$ cat config.mk
export PLATFORM = sky130hd
export DESIGN_NAME = rst_ram
export DESIGN_NICKNAME = d
export VERILOG_FILES = /design/src/rtl/rst_ram.sv
export SDC_FILE = /design/constraint.sdc
export NUM_CORES = 1
export LEC_CHECK = 0
export BUFFER_PORTS_ARGS = -buffer_cell sky130_fd_sc_hd__buf_4
export CAP_MARGIN = 20
export CELL_PAD_IN_SITES_DETAIL_PLACEMENT = 0
export CELL_PAD_IN_SITES_GLOBAL_PLACEMENT = 1
export CORE_MARGIN = 2
export CORE_UTILIZATION = 54
export DETAILED_ROUTE_END_ITERATION = 16
export PLACE_DENSITY_LB_ADDON = 0.1
export SLEW_MARGIN = 40
export SYNTH_ARGS = -nofsm -noshare
export SYNTH_HDL_FRONTEND = slang
export SYNTH_SLANG_ARGS = --single-unit
$ cat constraint.sdc
create_clock -name i_clk -period 3.25 [get_ports i_clk]
set_clock_uncertainty 0.1 [all_clocks]
set_input_delay 0.65 -clock i_clk [delete_from_list [all_inputs] [get_ports i_clk]]
set_output_delay 0.65 -clock i_clk [all_outputs]
set_load 0.02 [all_outputs]
$ cat src/rtl/rst_ram.sv
// Generic single-port-write, single-port-read RAM with registered read data.
module rst_ram #(
    parameter int WIDTH = 8,
    parameter int DEPTH = 32
) (
    input  logic                     i_clk,
    input  logic                     i_we,
    input  logic [$clog2(DEPTH)-1:0] i_waddr,
    input  logic [WIDTH-1:0]         i_wdata,
    input  logic [$clog2(DEPTH)-1:0] i_raddr,
    output logic [WIDTH-1:0]         o_rdata
);

    logic [WIDTH-1:0] r_mem [DEPTH];
    logic [WIDTH-1:0] r_rdata;

    always_ff @(posedge i_clk) begin
        if (i_we) begin
            r_mem[i_waddr] <= i_wdata;
        end
        r_rdata <= r_mem[i_raddr];
    end

    assign o_rdata = r_rdata;

endmodule

; After elaboration in Yosys (flattened, before gate mapping)
; Memories as Yosys holds them, arrays and structs flattened. A register that Yosys moved wholly into a read port is not among the register bits.
; Cells that the tools add are included.
[totals]
regBits = 0
ram_bits = 256
input_bits = 20
out_inout_bits = 8
wordCells = 3
mem_count = 1
[mem_list]
columns = name, words, word_bits, read_ports, rd_clocked_by_memory_dff, write_ports, line
row1 = r_mem, 32, 8, 1, 1, 1, 14  ; logic [WIDTH-1:0] r_mem [DEPTH];
[op_classes]
mux = 2
[op_table]
columns = operator, n
row1 = 2-to-1 mux 1 bit, 2

; Logic depth before layout (Yosys ltp)
[depth]
ltp_word = 2
ltp_mapped = 5
ltp_nobuf = 3

; Worst setup path after synthesis
; Ideal clock, no wire load.
[synth_timing]
kind = input -> register
startpoint = in i_raddr[2]
endpoint = reg r_rdata[0], in the netlist o_rdata[0], read port of r_mem
setup_ns = 0.121
arrival_time_ns = 2.332
t_required_ns = 3.029
setup_slack_ns = 0.698
cell_stages = 5
path_buffers = 2
path_cell_list = clkbuf_1 clkbuf_1 mux4_2 mux4_2 mux2_2
[synth_rtl]
columns = item, line
row1 = "start, declared", 10  ; input logic [$clog2(DEPTH)-1:0] i_raddr,
row2 = "end, declared", 15  ; logic [WIDTH-1:0] r_rdata;

==> results.cfg <==
[synth]
synth_cells = 417
synth_top_area_frac = 0.765
ys.flop_type = edfxtp_1
yosys.area.top_type = edfxtp_1
async_flop_share = 0
yosysMostFrequentCell = edfxtp_1
ys_top_cells_by_count = 256 x edfxtp_1, 80 x mux4_2, 33 x nor2_1
yosys_warnings = 0
postSynthAreaPerCell_um2 = 24.1
syn-num-nets = 437
synth_area_leaders = edfxtp_1 76%, mux4_2 18%, dfxtp_1 1.6%, nor2_1 1.2%, mux2_2 0.90%
synth_cell_types = 15
mappedNetlistArea_um2 = 10100
synth-seq-cells = 264
yosysSeqAreaShare = 0.781
synth-edff-count = 256

[timing]
post-route-min-period_ns = 2.25
worst_pin_slew_ns = 0.854
setup_slack_ns = 0.997
grt_setup_unrepaired = false
relSlewSlack = 0.429
report.final.hold_viol_count = 0
fin_crit_sh = 0.693
setup_violations = 0
clock.fmax_mhz = 444
report.final.slew_viol_count = 0
fin_tns_setup_ns = 0

[setup_path]
worst_r2r_endpoint = o_rdata[0]
rr_worst_depth = 3
r2r-start = r_mem[17][0]
end_kind = register
crit_type = in -> reg
worstSetupStartpointType = input port
cp.arrival_ns = 2.55
reg2reg_slack_ns = 1.32
crit_fanout = 27
endpoint = o_rdata[0]
cp.required_ns = 3.54
critPathLaunch = i_raddr[0]

[cts]
post_cts_resized = 0
cts_made_buffers = 25
clk_pin_slew_ns = 0.06
postCtsHoldBufs = 0
cts_tree = yes
cts_htree_levels = 1
insertion_delay_ns = 0.51
cts_buffer_depth = 3
cts_setup_buffers = 0
clkSinkCount = 264
cts_root_buf = clkbuf_16

[detailed_routing]
viasPerCell = 6.18
drtIter0Drc = 341
ant_nets = 0
vias = 4514
drt-total-wl_um = 20600
drc = 0
post_drt_wl_per_cell_um = 28.2
firstDrtPassIters = 5

[placement]
numPortBuffers = 27
hpwl_um = 12900
dp.cells = 686
gp_congestion = 0.819
pre_cts_slack_ns = 0.454
placed_cell_area_um2 = 10700

[finish]
finalInstanceArea_um2 = 11500
final_cells = 730
drive_gt1_frac = 0.371
antenna_cells = 0
final_nets = 504
finalCoreUtilization = 0.637
area_growth_pct = 14.6

[power_and_ir_drop]
peakVddDrop_v = 0.000436
leakage_nw = 3.68
power_density_nw_per_um2 = 607

[global_route]
grt.total_usage = 0.216
grt_pass1_vias = 4458
overflow = 0
antenna_found_initial = 0
grt_max_degree = 33
grt_pass1_wl_um = 30000

[worst_hold_path]
hold_class = in -> reg

[floorplan]
coreArea_um2 = 18100
io_pins = 28
rows = 49
start_util = 0.556
die_area_um2 = 19700
die_width_um = 140
die_y_um = 140

[outcome]
outcome = finished clean

[flow_run]
maxCapViolations = 0
==> critical path, cell delays in order <==
cell,delay [ns]
buf_4,0.22
buf_12,0.26
mux4_2,0.60
mux4_2,0.48
mux2_2,0.29
==> state kept, by name, summed over array words and instances, names as in the netlist <==
signal	flops
o_rdata	8
r_mem	256
==> logic make-up (layout without fill, tap and decap cells) <==
logic type / Yosys count / in the layout / share of synthesized area
and+or+nand+nor: 45 / 45 / 0.0207
DFF: 264 / 264 / 0.781
buffers and inverters: 20 / 104 / 0.0106
muxes: 88 / 88 / 0.188
==> through the flow <==
step                hold WS (ns)  total power [mW]
floorplan                  0.649              4.09
global placement           0.789              4.26
detailed placement         0.799              4.27
CTS                        0.402              7.05
global route               0.410              7.20
finish                     0.428              7.00
==> power by group <==
group | leakage, nW | internal (mW) | switching (mW) | total, mW
logic | 0.917 | 0.175 | 0.210 | 0.385
registers | 2.37 | 3.78 | 0.0184 | 3.80
clock network | 0.385 | 1.64 | 1.17 | 2.81
==> layer usage <==
metal,wire [um],vias up,GRT usage
li1,-,1907,-
met4,277,0,0.0468
met5,0,-,0
met3,1320,24,0.0342
met2,9920,161,0.337
met1,9030,2422,0.332
==> area by class of cell <==
class                      count  area (um2)
sequential                   264        7850
clock buffer                  30         644
multi-input combinational    133        2100
tap                          229         287
fill                        1202        6570
clock inverter                14         138
timing repair buffer          60         500
==> worst min path at each step <==
stage	to	from	cells after the start
floorplan	r_mem[0][0]	i_wdata[0]	0
global placement	o_rdata[4]	r_mem[5][4]	3
detailed placement	o_rdata[6]	r_mem[30][6]	3
CTS	o_rdata[3]	i_raddr[3]	2
global route	o_rdata[2]	i_raddr[3]	2
finish	o_rdata[3]	i_raddr[3]	2
==> cells in the final DEF, fill, tap and decap left out, drive strengths merged <==
cell    count
clkinv     11
nand2       1
edfxtp    256
nor2       33
mux2        8
bufinv      3
dfxtp       8
nand3       2
or3b        3
mux4       80
clkbuf     30
nand3b      5
or3         1
buf        60
Note: power is estimated with default switching activity, not from simulation.
