**config.mk**
```make
export PLATFORM = sky130hd
export DESIGN_NAME = rst_rules
export DESIGN_NICKNAME = d
export VERILOG_FILES = /design/src/rtl/rst_pkg.sv /design/src/rtl/rst_rules.sv
export SDC_FILE = /design/constraint.sdc
export NUM_CORES = 1
export LEC_CHECK = 0
export BUFFER_PORTS_ARGS = -buffer_cell sky130_fd_sc_hd__buf_2
export CAP_MARGIN = 0
export CORE_AREA = 3 3 81 83
export DETAILED_ROUTE_END_ITERATION = 8
export DIE_AREA = 0 0 84 86
export GPL_ROUTABILITY_DRIVEN = 1
export PLACE_DENSITY_LB_ADDON = 0.25
export SLEW_MARGIN = 20
export SYNTH_ARGS = -nofsm -noshare
export SYNTH_HDL_FRONTEND = slang
export SYNTH_SLANG_ARGS = --single-unit
```
**constraint.sdc**
```tcl
create_clock -name vclk -period 3.9
set_input_delay 0.39 -clock vclk [all_inputs]
set_output_delay 0.39 -clock vclk [all_outputs]
set_load 0.1 [all_outputs]
```
**src/rtl/rst_pkg.sv**
```systemverilog
// Package for the request state table: types, codes and defaults.
package rst_pkg;

    localparam int SLOTS_DEF    = 1024;
    localparam int KEY_BITS_DEF = 64;
    localparam int LIMIT_W      = 10;
    localparam logic [LIMIT_W-1:0] LIMIT_RESET = 10'd716;

    // operations
    localparam logic [1:0] OP_LOOKUP = 2'd0;
    localparam logic [1:0] OP_SET    = 2'd1;
    localparam logic [1:0] OP_RESET  = 2'd2;

    // request states
    localparam logic [1:0] ST_NONE = 2'd0;
    localparam logic [1:0] ST_BUSY = 2'd1;
    localparam logic [1:0] ST_OK   = 2'd2;
    localparam logic [1:0] ST_FAIL = 2'd3;

    // error codes
    localparam logic [2:0] E_NONE      = 3'd0;
    localparam logic [2:0] E_UNSTARTED = 3'd1;
    localparam logic [2:0] E_NOBIND    = 3'd2;
    localparam logic [2:0] E_DONE_CHG  = 3'd3;
    localparam logic [2:0] E_FAIL_CHG  = 3'd4;
    localparam logic [2:0] E_NOT_BUSY  = 3'd5;
    localparam logic [2:0] E_UNKNOWN   = 3'd6;
    localparam logic [2:0] E_FULL      = 3'd7;

    typedef struct packed {
        logic [1:0]  op;
        logic [63:0] key;
        logic [1:0]  state_in;
        logic [31:0] binding_in;
        logic        binding_given;
    } t_req;

    typedef struct packed {
        logic [1:0]  state_out;
        logic [31:0] binding_out;
        logic        binding_valid;
        logic [2:0]  error;
    } t_rsp;

    // outcome of one request: writes to make and the result to report
    typedef struct packed {
        logic        upd;
        logic        ins;
        logic [1:0]  st;
        logic [32:0] bnd;
        t_rsp        rsp;
    } t_dec;

endpackage

```
**src/rtl/rst_rules.sv**
```systemverilog
// Transition rules: decides the error, the entry writes and the reported result.
module rst_rules
    import rst_pkg::*;
(
    input  t_req        i_req,
    input  logic        i_found,
    input  logic        i_full,
    input  logic [1:0]  i_cur_st,
    input  logic [32:0] i_cur_bnd,
    output t_dec        o_dec
);

    logic [32:0] nb;
    logic [1:0]  rep_st;
    logic [32:0] rep_bnd;
    logic [2:0]  err;
    logic        upd;
    logic        ins;
    logic [1:0]  new_st;
    logic [32:0] new_bnd;

    assign nb = (i_req.state_in == ST_OK) ? {1'b1, i_req.binding_in} : 33'd0;

    always_comb begin
        err     = E_NONE;
        upd     = 1'b0;
        ins     = 1'b0;
        new_st  = i_req.state_in;
        new_bnd = nb;
        rep_st  = i_found ? i_cur_st : ST_NONE;
        rep_bnd = i_found ? i_cur_bnd : 33'd0;
        case (i_req.op)
            OP_SET: begin
                if (i_req.state_in == ST_NONE) begin
                    err = E_UNSTARTED;
                end else if (i_req.state_in == ST_OK && !i_req.binding_given) begin
                    err = E_NOBIND;
                end else if (i_found) begin
                    if (i_cur_st == ST_OK) begin
                        err = (i_req.state_in == ST_OK && i_cur_bnd == nb) ? E_NONE
                                                                            : E_DONE_CHG;
                    end else if (i_cur_st == ST_FAIL) begin
                        err = (i_req.state_in == ST_FAIL) ? E_NONE : E_FAIL_CHG;
                    end else if (!(i_cur_st == ST_BUSY && i_req.state_in == ST_BUSY)) begin
                        upd     = 1'b1;
                        rep_st  = new_st;
                        rep_bnd = new_bnd;
                    end
                end else if (i_full) begin
                    err = E_FULL;
                end else begin
                    ins     = 1'b1;
                    rep_st  = new_st;
                    rep_bnd = new_bnd;
                end
            end
            OP_RESET: begin
                new_st  = ST_NONE;
                new_bnd = 33'd0;
                if (!i_found) begin
                    err = E_UNKNOWN;
                end else if (i_cur_st != ST_BUSY) begin
                    err = E_NOT_BUSY;
                end else begin
                    upd     = 1'b1;
                    rep_st  = ST_NONE;
                    rep_bnd = 33'd0;
                end
            end
            default: begin
                // lookup, and the unused code, report only
            end
        endcase
    end

    always_comb begin
        o_dec                   = '0;
        o_dec.upd               = upd;
        o_dec.ins               = ins;
        o_dec.st                = new_st;
        o_dec.bnd               = new_bnd;
        o_dec.rsp.state_out     = rep_st;
        o_dec.rsp.binding_valid = rep_bnd[32];
        o_dec.rsp.binding_out   = rep_bnd[32] ? rep_bnd[31:0] : 32'd0;
        o_dec.rsp.error         = err;
    end

endmodule

```
# --- Word level (Yosys, flattened, before mapping) ---
# Cells that the tools add are included.
totals:
  in_bits: 138
  output_inout_bits: 75
  word_cells: 66
  register_bits: 0
classes:
  mux: 51
  eq_ne: 10
  n_reduce_logical: 5
ops:
  columns: ["operator", "count"]
  rows:
  - ["$mux 33", 12]
  - ["$pmux 33 s2", 1]
  - ["$eq 33x33->1", 1]
  - ["$mux 32", 1]
  - ["$mux 3", 9]
  - ["$mux 2", 12]
  - ["$mux 1", 13]
  - ["$eq 2x2->1 const B", 5]
  - ["$eq 2x1->1 const B", 3]
  - ["$pmux 3 s2", 1]
  - ["$pmux 2 s2", 1]
  - ["$logic_and 1x1->1", 3]
  - ["$logic_not 2->1", 1]
  - ["$ne 2x1->1 const B", 1]
  - ["$pmux 1 s2", 1]
  - ["$logic_not 1->1", 1]

# --- Longest topological paths before layout ---
depth:
  ltp_word: 10
  mapped_depth: 9
  depth_no_buf: 7

# --- Least setup slack after synthesis ---
# Ideal clock, no wire load.
synth_timing:
  kind: "in2out"
  startpoint: "input port i_req[99] (netlist name)"
  endpoint: "output port o_dec[36] (netlist name)"
  required_time_ns: 3.510
  path_slack_ns: -0.015
  stages: 6
  arrival_ns: 3.525
  path_buffers: 1
  cell_sequence: "inv_1 -> ha_1 -> clkbuf_1 -> nor2b_1 -> o21ai_0 -> o31ai_1"
synth_lines:
  columns: ["element", "line", "rtl"]
  rows:
  - ["from (decl)", "rst_rules.sv:5", "input t_req i_req,"]
  - ["to (decl)", "rst_rules.sv:10", "output t_dec o_dec"]

==> results_tabular.tex <==
\begin{tabular}{lr}
\hline
Metric & Value \\
\hline
\multicolumn{2}{l}{\textbf{Timing}} \\
Number of hold violations in the final report & 0 \\
Unrepaired setup endpoints after global routing & no \\
Final-layout worst hold slack & about 1300 ps \\
Pins Over Slew Limit & 0 \\
Setup violators final & 0 \\
F\_max & 315 MHz \\
Actual slew at the worst max-slew pin & 535 ps \\
Normalized max-slew margin & roughly 64\% \\
Aggregate negative setup slack & 0 ps \\
Shortest period the worst path allows & 3180 ps \\
Period Utilization, post-route & 81.4\% \\
\multicolumn{2}{l}{\textbf{Logic synthesis}} \\
Fraction of post-synthesis cell area in the top cell type by area & 14.8\% \\
Post-Syn Area per Cell & between 6 and 7 sq um \\
Count of different cell masters after synthesis & 42 \\
Dominant cell by count in the synthesized netlist & nor2\_1 \\
Sequential cell area fraction in the yosys report & 0\% \\
Synthesized instance count & 282 \\
Synthesized cell area & 1720 sq um \\
Commonest cells in the synthesized netlist & nor2\_1 (65), a22oi\_1 (34), and2\_1 (30) \\
Number of nets produced by synthesis & $\sim$420 \\
Yosys top cell by area & a22oi\_1 \\
Top area cells in the synthesized netlist & a22oi\_1 (15\%), nor2\_1 (14\%), and2\_1 (11\%) \\
YS warnings & 0 \\
\multicolumn{2}{l}{\textbf{Worst setup path}} \\
CP required & 3510 ps \\
CP Class & input pin to primary output \\
Critical path data arrival time & 2790 ps \\
WP buf/inv & 4 \\
Highest cell delay on the worst timing path & 460 ps \\
Type of origin of the critical path & input pin \\
Sequence of cells on the critical path & buf\_2, inv\_1, ha\_1, a21boi\_1, nor2\_1, a21boi\_2, buf\_4, a22oi\_1, nor2\_1, buf\_2 \\
Library cell contributing the largest single delay on the critical path & a21boi\_2 \\
CP top delay family & compound AO/OA/AOI/OAI gates \\
Worst-path maximum fanout & 13 \\
Type of destination of the critical path & primary output \\
\multicolumn{2}{l}{\textbf{CTS}} \\
Count of instances resized after the clock tree is built & 0 \\
Cts hold-fix bufs & 0 \\
Post CTS Setup Buffer Count & 0 \\
\multicolumn{2}{l}{\textbf{Final layout}} \\
Combined area of the multi-input logic cells & about 1600 sq um \\
Final Instance Count excl. Fillers & just under 500 \\
Diode insertion count for antenna repair & 0 \\
Area growth syn-to-layout & 45.1\% \\
Final net count & 558 \\
Fraction of layout instances using a drive strength above 1 & 39.2\% \\
Sequential standard cell area & 0 sq um \\
Count of sequential standard cells & 0 \\
Clock buffers & 0 \\
Fill count & 660 \\
\multicolumn{2}{l}{\textbf{Global routing}} \\
Antenna violations before repair & 0 \\
Pin count of the biggest net entering global routing & 33 \\
Remaining global-route overflow & 0 \\
Global-route wire length before repair & around 11000 um \\
Overall Global Routing Usage & 18.3\% \\
Number of global-route vias before repair & 2354 \\
\multicolumn{2}{l}{\textbf{Floorplan}} \\
Top-level port count & 213 \\
Die Wd & 84 um \\
Placement row count & 28 \\
Initial core utilization & $\sim$29\% \\
Area of the die & 7220 sq um \\
Vertical die dimension & around 86 um \\
Placeable core area & 5920 sq um \\
\multicolumn{2}{l}{\textbf{Drt}} \\
Via/cell ratio & between 5 and 6 \\
Number of design rule violations left after detail routing & 0 \\
Routed wire per std cell & 14.7 um \\
Total routed wirelength & 7230 um \\
Via count & approximately 2.7k \\
Number of antenna-violating nets in the routed design & 0 \\
Number of DRC markers in iteration 0 & roughly 150 \\
Initial DRT Pass Iterations & 4 \\
\multicolumn{2}{l}{\textbf{Power and ir drop}} \\
Maximum resistive drop on vdd & 0.0810 mV \\
Power Density & 178 nW/um\^{}2 \\
Power after layout & around 0.00045 W \\
Static leakage & 1.25 nW \\
\multicolumn{2}{l}{\textbf{Placement}} \\
Final weighted congestion of routability-driven global placement & 0.821 \\
Detailed Place HPWL & 5740 um \\
Cell total after placement & 491 \\
Number of I/O port buffers & 149 \\
\multicolumn{2}{l}{\textbf{Run status}} \\
Result of the run & complete, no violations \\
\multicolumn{2}{l}{\textbf{Worst hold path}} \\
Worst min-delay path category & input pin to primary output \\
\multicolumn{2}{l}{\textbf{Flow run}} \\
Max Cap Violations & 0 \\
\hline
\end{tabular}
[cell type report]
class | instances | share of cell area, %
multi-input cells | 251 | 63.0
repair buffers | 156 | 31.9
well taps | 75 | 3.75
inverters | 9 | 1.35
[worst min-delay path, cell delays in order]
cell	delay (ps)
buf_2	150
nor3_1	60
buf_2	280
[per-layer routing]
layer / vias up / GRT usage, % / wire (um)
met5: - / 0 / 0
met4: 0 / 0.731 / 21
met3: 2 / 1.73 / 503
met2: 111 / 33.3 / 3610
met1: 1228 / 24.7 / 3100
li1: 1310 / - / -
[metrics by stage]
stage	util (%)	setup slack, ps	instance area [sq um]
after floorplan	-	461	1730
after detailed placement	42.2	754	2500
after global routing	42.2	496	2500
final	42.2	724	2500
after global placement	42.2	724	2500
after CTS	42.2	736	2500
[power by group]
group | internal (W) | leakage [nW] | switching, W | total (W)
clock network | 0 | 0 | 0 | 0
registers | 0 | 0 | 0 | 0
logic | 0.000110 | 1.25 | 0.000336 | 0.000446
[path summary, 6_finish.rpt]
path	start	to	slack, ps	cells past startpoint
max	i_req[99]	o_dec[33]	720	10
min	i_full	o_dec[73]	1270	3
[kinds of logic (layout without fill, tap and decap cells)]
kind of cell / after synthesis / after routing / share of synthesized area (%)
AOI/OAI and AO/OA: 90 / 90 / 38.4
xor gates and xnor gates: 12 / 12 / 6.10
buffers and inverters: 31 / 165 / 9.51
adders and majority gates: 2 / 2 / 1.45
and+or+nand+nor: 147 / 147 / 44.5
[cell usage in the layout (no fill, tap or decap), types with 2 or more instances in the layout]
master     count
o22ai_1        4
a21boi_1       2
o2111ai_1      2
nand2_1       13
nor2_1        64
a22oi_1       34
nand3b_1       2
nand2b_1       4
buf_2        149
nor2b_1        9
nor4bb_1      10
nand4_1        2
o32ai_1       11
a2111oi_2      2
o21ai_0        5
inv_1          9
ha_1           2
nand3_1        2
buf_4          7
xnor2_1       11
a21oi_1        8
a31oi_1       10
and2_1        30
nor3_1         5
No activity file was read; power rests on OpenSTA's default activity.
